==> src/rtl/v4stc_pkg.sv <==
// Package: lane type codes and request/result payload structs for the vector converter.
`default_nettype none
package v4stc_pkg;

    typedef enum logic [1:0] {
        TY_BOOL  = 2'd0,
        TY_INT   = 2'd1,
        TY_FLOAT = 2'd2,
        TY_BAD   = 2'd3
    } t_lane_type;

    // lanes per vector; the payload structs below are laid out for this count
    localparam int LANE_COUNT = 4;

    localparam logic [31:0] FLOAT_ONE = 32'h3F80_0000;

    typedef struct packed {
        logic [1:0]  src_type;
        logic [1:0]  dst_type;
        logic [31:0] lane_0;
        logic [31:0] lane_1;
        logic [31:0] lane_2;
        logic [31:0] lane_3;
    } t_req;

    typedef struct packed {
        logic [31:0] out_lane_0;
        logic [31:0] out_lane_1;
        logic [31:0] out_lane_2;
        logic [31:0] out_lane_3;
        logic        type_error;
    } t_rsp;

endpackage
`default_nettype wire

==> src/rtl/vec4_scalar_type_converter.sv <==
// Top level: four-lane bool/int32/float32 vector type converter.
// Usage:
//   Request channel: i_valid/o_stall with payload i_req (source type,
//   destination type, four raw 32-bit lanes). Result channel: o_valid/
//   i_stall with payload o_rsp (four converted lanes plus type_error).
//   A request is taken on a rising edge with valid high and stall low.
// Pipeline: an input register, then the per-lane conversion, then a result register.
// Throughput: one request per cycle; the converter logic is a single
//   pass with no loop, so the pipeline advances whenever the result
//   register is empty or being drained.
// Stall: when i_stall holds the result, the result stage holds; an empty
//   input stage still loads, and o_stall rises only if the input stage is
//   also full; a stalled result never changes.
// Reset: i_rst_n (synchronous, active low) empties both stages.
// Invalid type code (3) on either side gives zero lanes and type_error.
`default_nettype none
module vec4_scalar_type_converter
    import v4stc_pkg::*;
(
    input  wire logic i_clk,
    input  wire logic i_rst_n,
    input  wire logic i_valid,
    output logic      o_stall,
    input  wire t_req i_req,
    output logic      o_valid,
    input  wire logic i_stall,
    output t_rsp      o_rsp
);
    logic        r_in_vld;
    t_req        r_in;
    logic        r_out_vld;
    t_rsp        r_out;
    logic        out_adv;
    logic        in_adv;
    logic [31:0] cv [LANE_COUNT];
    logic [31:0] lanes [LANE_COUNT];
    logic        bad;

    assign out_adv = !r_out_vld || !i_stall;      // result register can load
    assign in_adv  = !r_in_vld || out_adv;        // input register can load
    assign o_stall = !in_adv;
    assign o_valid = r_out_vld;
    assign o_rsp   = r_out;

    assign lanes[0] = r_in.lane_0;
    assign lanes[1] = r_in.lane_1;
    assign lanes[2] = r_in.lane_2;
    assign lanes[3] = r_in.lane_3;
    assign bad = (r_in.src_type == TY_BAD) || (r_in.dst_type == TY_BAD);

    for (genvar g = 0; g < LANE_COUNT; g++) begin : g_lane
        v4stc_lane u_lane (
            .i_val(lanes[g]),
            .i_src(r_in.src_type),
            .i_dst(r_in.dst_type),
            .o_val(cv[g])
        );
    end

    always_ff @(posedge i_clk) begin
        if (!i_rst_n) begin
            r_in_vld  <= 1'b0;
            r_out_vld <= 1'b0;
        end else begin
            if (in_adv) r_in_vld <= i_valid;
            if (out_adv) r_out_vld <= r_in_vld;
        end
        if (in_adv && i_valid) r_in <= i_req;
        if (out_adv && r_in_vld) begin
            r_out.out_lane_0 <= bad ? 32'd0 : cv[0];
            r_out.out_lane_1 <= bad ? 32'd0 : cv[1];
            r_out.out_lane_2 <= bad ? 32'd0 : cv[2];
            r_out.out_lane_3 <= bad ? 32'd0 : cv[3];
            r_out.type_error <= bad;
        end
    end

    // a held result stays put
    a_hold: assert property (@(posedge i_clk) disable iff (!i_rst_n)
        o_valid && i_stall |=> o_valid && $stable(o_rsp))
        else $error("result changed while stalled");
    // stall to the sender only when both stages are full
    a_stall: assert property (@(posedge i_clk) disable iff (!i_rst_n)
        o_stall |-> r_in_vld && r_out_vld && i_stall)
        else $error("spurious stall");
    // an error result carries zero lanes (checked on lanes 0 and 3)
    a_err: assert property (@(posedge i_clk) disable iff (!i_rst_n)
        o_valid && o_rsp.type_error |-> o_rsp.out_lane_0 == 32'd0 && o_rsp.out_lane_3 == 32'd0)
        else $error("error result with nonzero lanes");
endmodule
`default_nettype wire

==> src/rtl/v4stc_lane.sv <==
// Single-lane bool/int32/float32 converter (combinational).
`default_nettype none
module v4stc_lane
    import v4stc_pkg::*;
(
    input  wire logic [31:0] i_val,
    input  wire logic [1:0]  i_src,
    input  wire logic [1:0]  i_dst,
    output logic      [31:0] o_val
);
    logic [31:0] mag;
    logic [4:0]  p;
    logic [31:0] norm;
    logic        rnd;
    logic [24:0] keep;
    logic [7:0]  ex;
    logic [31:0] i2f;
    logic [7:0]  fex;
    logic [31:0] fmag;
    logic [31:0] f2i;

    // int -> float: leading-one position, normalize, round nearest even
    always_comb begin
        mag  = i_val[31] ? (32'd0 - i_val) : i_val;
        p    = 5'd0;
        for (int k = 0; k < 32; k++) begin
            if (mag[k]) p = 5'(k);
        end
        norm = mag << (5'd31 - p);          // leading one at bit 31
        // guard is norm[7], sticky norm[6:0], lsb norm[8]
        rnd  = norm[7] & ((|norm[6:0]) | norm[8]);
        keep = {1'b0, norm[31:8]} + {24'd0, rnd};
        ex   = 8'(p) + 8'd127;
        if (keep[24]) begin
            ex = ex + 8'd1;
        end
        if (mag == 32'd0) i2f = 32'd0;
        else i2f = {i_val[31], ex, keep[24] ? keep[23:1] : keep[22:0]};
    end

    // float -> int: truncate, saturate, NaN to zero
    always_comb begin
        fex  = i_val[30:23];
        fmag = {8'd0, 1'b1, i_val[22:0]};
        if (fex >= 8'd150) fmag = fmag << 5'(fex - 8'd150);
        else fmag = fmag >> 5'(8'd150 - fex);
        if (fex == 8'hFF && i_val[22:0] != 23'd0) f2i = 32'd0;
        else if (fex < 8'd127) f2i = 32'd0;
        else if (fex >= 8'd158) f2i = i_val[31] ? 32'h8000_0000 : 32'h7FFF_FFFF;
        else f2i = i_val[31] ? (32'd0 - fmag) : fmag;
    end

    always_comb begin
        if (i_src == i_dst) o_val = i_val;
        else begin
            case (i_src)
                TY_BOOL: o_val = (i_val == 32'd0) ? 32'd0 :
                                 ((i_dst == TY_INT) ? 32'd1 : FLOAT_ONE);
                TY_INT:  o_val = (i_dst == TY_BOOL) ? {31'd0, i_val != 32'd0} : i2f;
                default: o_val = (i_dst == TY_BOOL) ? {31'd0, i_val[30:0] != 31'd0} : f2i;
            endcase
        end
    end
endmodule
`default_nettype wire

==> config.mk <==
export PLATFORM = sky130hd
export DESIGN_NAME = vec4_scalar_type_converter
export DESIGN_NICKNAME = d
export VERILOG_FILES = /design/src/rtl/v4stc_pkg.sv /design/src/rtl/vec4_scalar_type_converter.sv /design/src/rtl/v4stc_lane.sv
export SDC_FILE = /design/constraint.sdc
export NUM_CORES = 2
export LEC_CHECK = 0
export ABC_AREA = 1
export BUFFER_PORTS_ARGS = -buffer_cell sky130_fd_sc_hd__buf_2
export CAP_MARGIN = 20
export CORE_MARGIN = 5
export CORE_UTILIZATION = 30
export DETAILED_ROUTE_END_ITERATION = 7
export PLACE_DENSITY = 0.51
export RECOVER_POWER = 100
export REMOVE_ABC_BUFFERS = 1
export SLEW_MARGIN = 10
export SYNTH_ARGS = -nofsm -noshare
export SYNTH_HDL_FRONTEND = slang
export SYNTH_SLANG_ARGS = --single-unit
==> constraint.sdc <==
create_clock -name i_clk -period 7.9 [get_ports i_clk]
set_input_delay 0.395 -clock i_clk [delete_from_list [all_inputs] [get_ports i_clk]]
set_output_delay 0.395 -clock i_clk [all_outputs]
set_load 0.03 [all_outputs]
## Word level (Yosys, flattened, before mapping)

Index checks and enable logic that the tools add are counted.

- Bits of input ports: 136
- Word-level logic and storage cells: 310
- Register bits: 263

- Shift-type cells: 12
- Reductions and logical operators: 39
- Equality and inequality tests: 9
- Add/subtract/negate cells: 32
- Order comparisons: 12
- Bitwise logic cells: 8
- Muxes and demuxes: 185

Operators with widths:

| kind | count |
|---|---|
| $mux W32 | 47 |
| $mux W5 | 64 |
| $logic_not A32 Y1 | 8 |
| $pmux W32 S2 | 4 |
| $sub A1 B32 Y32 const A | 8 |
| $mux W4 | 32 |
| $reduce_bool A32 Y1 | 4 |
| $shl A24 B5 Y32 | 4 |
| $shl A32 B5 Y32 | 4 |
| $shr A24 B5 Y32 | 4 |
| $reduce_bool A31 Y1 | 4 |
| $add A24 B1 Y25 | 4 |
| $mux W23 | 4 |
| $reduce_bool A23 Y1 | 4 |
| $ge A8 B8 Y1 const B | 8 |
| $mux W30 | 2 |
| $mux W3 | 16 |
| $sub A5 B5 Y5 const A | 8 |
| $add A5 B7 Y8 const B | 4 |
| $add A8 B1 Y8 const B | 4 |
| $eq A8 B8 Y1 const B | 4 |
| $lt A8 B7 Y1 const B | 4 |
| $mux W8 | 4 |
| $reduce_or A7 Y1 | 4 |
| 12 further kinds | 44 |

## Logic depth before layout (Yosys ltp)

- Word-level depth: 44
- Mapped depth: 56
- Depth with buffers taken out: 54

## Cells and area by module

Synthesis repeated with hierarchy kept, for this count alone.

- Cell total of the unflattened synthesis: 7497
- Area, all modules: 42295.6 um^2

By module, submodules not included:

| module | times used | area an instance (um^2) | cells each |
|---|---|---|---|
| v4stc_lane at g_lane[1].u_lane ... | 2 | 8293.0 | 1729 |
| vec4_scalar_type_converter | 1 | 9057.4 | 547 |
| v4stc_lane at g_lane[3].u_lane | 1 | 8343.0 | 1759 |
| v4stc_lane at g_lane[0].u_lane | 1 | 8309.2 | 1733 |

## Worst setup path after synthesis

OpenSTA, ideal clock, no wires.

- Path kind: input to register
- From: input i_stall
- To: register r_out, in the netlist o_rsp[0], enable pin
- Arrival: 6.625 ns
- Path buffers: 0
- Required time: 7.241 ns
- Setup slack: 0.615 ns
- Stages on the path: 1
- Cell sequence: a21oi_1

- Longest elaborated chain between the ends: 3

RTL lines:

| item | line | source |
|---|---|---|
| start, declared | vec4_scalar_type_converter.sv:26 | `input wire logic i_stall,` |
| $logic_not A1 Y1 | vec4_scalar_type_converter.sv:39 | `assign out_adv = !r_out_vld \|\| !i_stall;` |
| $logic_or A1 B1 Y1 | vec4_scalar_type_converter.sv:39 |  |
| $logic_and A1 B1 Y1 | vec4_scalar_type_converter.sv:69 | `if (out_adv && r_in_vld) begin` |
| end, declared | vec4_scalar_type_converter.sv:32 | `t_rsp r_out;` |

Every way passes these cells.
A chain may end at the register's enable or synchronous reset.

## Worst setup path after layout

- From: register r_in, in the netlist lanes[64]
- To: register r_out, in the netlist o_rsp[70] (data pin)

- Longest elaborated chain between the ends: 44
- Elaborated cells between the ends (all ways): 58

RTL lines:

| item | line | source |
|---|---|---|
| start, declared | vec4_scalar_type_converter.sv:30 | `t_req r_in;` |
| start signal, assigned | vec4_scalar_type_converter.sv:68 | `if (in_adv && i_valid) r_in <= i_req;` |
| $sub A1 B32 Y32 | v4stc_lane.sv:24 | `mag = i_val[31] ? (32'd0 - i_val) : i_val;` |
| $mux W32 | v4stc_lane.sv:24 |  |
| $mux W1 | v4stc_lane.sv:27 | `if (mag[k]) p = 5'(k);` |
| $mux W2 (2 in series) | v4stc_lane.sv:27 |  |
| $mux W3 (4 in series) | v4stc_lane.sv:27 |  |
| $mux W4 (8 in series) | v4stc_lane.sv:27 |  |
| $mux W5 (16 in series) | v4stc_lane.sv:27 |  |
| $sub A5 B5 Y5 | v4stc_lane.sv:29 | `norm = mag << (5'd31 - p);` |
| [... 2 more ...] | - |  |
| $or A1 B1 Y1 | v4stc_lane.sv:31 | `rnd = norm[7] & ((\|norm[6:0]) \| norm[8]);` |
| $and A1 B1 Y1 | v4stc_lane.sv:31 |  |
| $add A24 B1 Y25 | v4stc_lane.sv:32 | `keep = {1'b0, norm[31:8]} + {24'd0, rnd};` |
| $mux W23 | v4stc_lane.sv:38 | `else i2f = {i_val[31], ex, keep[24] ? keep[23:1] : keep[22:0]};` |
| $mux W32 | v4stc_lane.sv:37 | `if (mag == 32'd0) i2f = 32'd0;` |
| $mux W32 | v4stc_lane.sv:59 | `TY_INT: o_val = (i_dst == TY_BOOL) ? {31'd0, i_val != 32'd0} : i2f;` |
| $pmux W32 S2 (*) | v4stc_lane.sv:56 | `case (i_src)` |
| $mux W32 (*) | v4stc_lane.sv:54 | `if (i_src == i_dst) o_val = i_val;` |

Every way passes the cells marked *; elsewhere a longest branch is shown, timed or not.

==> impl_metrics.ini <==
[run_status]
status = complete, but fails checks
violated_checks = max-capacitance violations, max-slew violations

[timing]
slew_viol_final = 261
final-setup-viol-count = 0
setup_total_negative_slack_ns = 0
final.period_utilization_pct = 91.5
final_hold_viol_count = 0
worst_slew_margin_pct = -197
fin_crit_ns = 7.23
hold_slack_ns = 0.0582
clock_skew_ns = 0.0363
clock.fmax_ghz = 0.138
tightestPinTransition_ns = 4.45
rsz0062_at_grt = no

[routing]
route.final.wire_length_mm = 201
firstDrtPassIters = 7
ant_nets = 0
route.vias.total = 50982
detail_route.wl_per_cell_um = 21.9
initialDrtViolationCount = 6140
vias_per_cell = 5.56
drc_errors = 0

[setup_path]
crit_path_end_kind = flip-flop
reg2reg_slack_ns = 0.67
first_element_of_the_critical_path = lanes[64]$_DFFE_PP_
critical_path.endpoint = o_rsp[70]$_SDFFCE_PP0P_
cp.arrival_ns = 7.68
critical_path_class = flip-flop to flip-flop
worst_r2r_endpoint = o_rsp[70]$_SDFFCE_PP0P_
reg2reg_from = lanes[64]$_DFFE_PP_
critical_path.max_fanout = 21
critPathRequiredTime_ns = 8.35
ff2ff_path_depth = 27
cp-start-kind = flip-flop

[cts]
cts.hold.buffers_added = 127
cts_tree = yes
worstSkewPairLatency_ns = 0.62
postCtsResizedCells = 0
clock_transition_time_at_the_flip_flop_clock_pins_of_the_worst_setup_and_hold_paths_ns = 0.06
cts_max_path_buffers = 3
cts_setup_buffers = 0
cts_num_sinks = 263
cts_made_buffers = 38
cts_max_level = 2
cts.root.buffer_cell = sky130_fd_sc_hd__clkbuf_16

[layout]
final_layout_size_suffix_gt1_share_pct = 7.06
syn_to_final_growth_pct = 11.8
final_cell_mix = 1920 x sky130_fd_sc_hd__nand2_1, 1021 x sky130_fd_sc_hd__nand3_1, 868 x sky130_fd_sc_hd__nor2_1
fillers = 15547
nNetsFinal = 7553
most_frequent_standard_cell_in_the_layout_excluding_fill_and_tap_cells = sky130_fd_sc_hd__nand2_1

[worst_hold_path]
worstHoldPathType = primary input to flip-flop
min_path_cells = 3

[global_routing]
antenna_found_initial = 15
global_route_wire_length_before_repair_mm = 299
grt_overflow_total = 0
groute.usage.overall_pct = 26.3
grt_start_max_net_pins = 126
grt_pass1_vias = 46988

[floorplan]
die_area_um2 = 144000
floorplan.io_pins = 267
row_count = 135
die_h_um = 380
die_width_um = 380
design.core.area_um2 = 136000
initial_core_util_pct = 30.2

[pwr]
powerDensity_nw_per_um2 = 177
vdd_ir_drop_max_uv = 139
power.leakage_uw = 0.0204
post-layout-total-power_uw = 8110

[synthesis]
synth_cell_types = 74
mappedNetlistArea_um2 = 41000
ys_dominant_reg_cell = sky130_fd_sc_hd__edfxtp_1
ys_seq_elements = 263
synth_edf_count = 261
async_flop_share_pct = 0
postSynthCellCount = 7228
ys.warnings.count = 0
synth-seq-area-share_pct = 19.2
syn_avg_cell_area_um2 = 5.68

[placement]
gp_routability_congestion = 0.985
port_buffers = 266
hpwlAfterDp_mm = 157

[job]
drv_cap = 3
per-layer routing:
| layer | up-vias | GRT usage (%) | share of wire [%] |
|---|---|---|---|
| li1 | 24539 | - | - |
| met2 | 2172 | 41.9 | 44 |
| met5 | - | 0 | 0.031 |
| met4 | 10 | 7.82 | 3.4 |
| met3 | 332 | 3.56 | 7.2 |
| met1 | 23929 | 37.0 | 45 |
metrics by stage:
| stage | utilization (%) | cells | setup slack, ns | area (um2) |
|---|---|---|---|---|
| final | 33.8 | 9177 | 0.674 | 45900 |
| after detailed placement | 32.1 | 8978 | 1.10 | 43600 |
| after CTS | 34.0 | 9175 | 1.05 | 46200 |
| after global placement | 32.1 | 8978 | 1.04 | 43600 |
| after global routing | 33.8 | 9176 | 0.160 | 45900 |
| after floorplan | - | 6830 | 0.615 | 39200 |
worst min path at each step:
stage	from	to	slack [ns]
2_1_floorplan	r_in_vld$_SDFFE_PN0N_	o_valid$_SDFFE_PN0P_	0.45
3_3_place_gp	o_valid$_SDFFE_PN0P_	o_valid$_SDFFE_PN0P_	0.51
3_5_place_dp	o_valid$_SDFFE_PN0P_	o_valid$_SDFFE_PN0P_	0.52
4_1_cts	i_stall	o_valid$_SDFFE_PN0P_	0.03
5_1_grt	i_stall	o_valid$_SDFFE_PN0P_	0.05
6_report	i_stall	o_valid$_SDFFE_PN0P_	0.06
sequential cells by signal, indices dropped and copies added (netlist names):
name      flops
o_valid       1
o_rsp       129
r_in          4
r_in_vld      1
lanes       128
power by group:
| part | switching [uW] | leakage, uW | total (uW) | internal [uW] |
|---|---|---|---|---|
| Sequential | 156 | 0.00256 | 1820 | 1670 |
| Combinational | 3150 | 0.0172 | 4350 | 1200 |
| Clock | 776 | 0.000661 | 1930 | 1160 |
| Total | 4080 | 0.0204 | 8110 | 4020 |
cell usage after synthesis (all sizes together), types with 5 or more instances:
cell type  number  area (um2)
clkbuf        214         803
o221a          11         124
o21a           11        82.6
o21bai          5        37.5
xor2          118        1110
nor3           86         498
or2            38         238
a21oi         389        1980
inv           670        2520
and2            5        31.3
o211ai         51         383
ha             52         651
nand2        1961        7540
a22oi          13        97.6
nand3b         36         274
a31oi          31         194
o31ai          13        97.6
nand4         105         713
xnor2          25         219
a32o            6        60.1
nand3        1046        5410
nor2          918        3710
o22ai          14        87.6
o2111ai        10        87.6
o21ai         844        4280
edfxtp        261        7840
a32oi           8        70.1
buf           184        1090
nor4           22         156
mux2i          11         110
clkinv         12        45.0
o221ai         31         272
worst max-delay path, cell delays in order (launching register included):
cell and delay, ns:
sky130_fd_sc_hd__edfxtp_1 0.54, sky130_fd_sc_hd__inv_2 0.23, sky130_fd_sc_hd__ha_1 0.27, sky130_fd_sc_hd__nand4_2 0.17, sky130_fd_sc_hd__or2_1 0.25, sky130_fd_sc_hd__inv_1 0.06
sky130_fd_sc_hd__nand4_1 0.12, sky130_fd_sc_hd__nor4_2 0.28, sky130_fd_sc_hd__nand2_1 0.12, sky130_fd_sc_hd__nor4_1 0.26, sky130_fd_sc_hd__or2_1 0.16, sky130_fd_sc_hd__xor2_1 0.31
sky130_fd_sc_hd__inv_1 0.15, sky130_fd_sc_hd__nor4_1 0.55, sky130_fd_sc_hd__nand2_1 0.14, sky130_fd_sc_hd__nor2_1 0.12, sky130_fd_sc_hd__buf_4 0.28, sky130_fd_sc_hd__clkinv_1 0.61
sky130_fd_sc_hd__nand4_2 0.41, sky130_fd_sc_hd__inv_1 0.08, sky130_fd_sc_hd__ha_1 0.26, sky130_fd_sc_hd__nand4_2 0.17, sky130_fd_sc_hd__nor2_1 0.19, sky130_fd_sc_hd__nand3_4 0.14
sky130_fd_sc_hd__nor2_8 0.06, sky130_fd_sc_hd__nor2_2 0.52, sky130_fd_sc_hd__nand3_1 0.36, sky130_fd_sc_hd__a21oi_1 0.22
area by class of cell:
| cell class | count | area (um2) | share of cell area [%] |
|---|---|---|---|
| diodes | 1 | 2.50 | 0.00545 |
| clock buffers | 39 | 955 | 2.08 |
| clock inverters | 31 | 408 | 0.889 |
| inverters | 682 | 2570 | 5.59 |
| multi-input cells | 5885 | 28700 | 62.5 |
| flip-flops and latches | 263 | 7880 | 17.2 |
| well taps | 1781 | 2230 | 4.86 |
| repair buffers | 495 | 3150 | 6.86 |
kinds of logic after synthesis:
| group | Yosys count | share of synthesized area, % |
|---|---|---|
| xor+xnor | 143 | 3.23 |
| simple gates | 4223 | 45.4 |
| mux | 11 | 0.268 |
| buf+inv | 1080 | 10.9 |
| compound gates | 1456 | 19.5 |
| fa+ha+maj | 52 | 1.58 |
| flops | 263 | 19.2 |
Note: power is estimated with default switching activity, not from simulation.
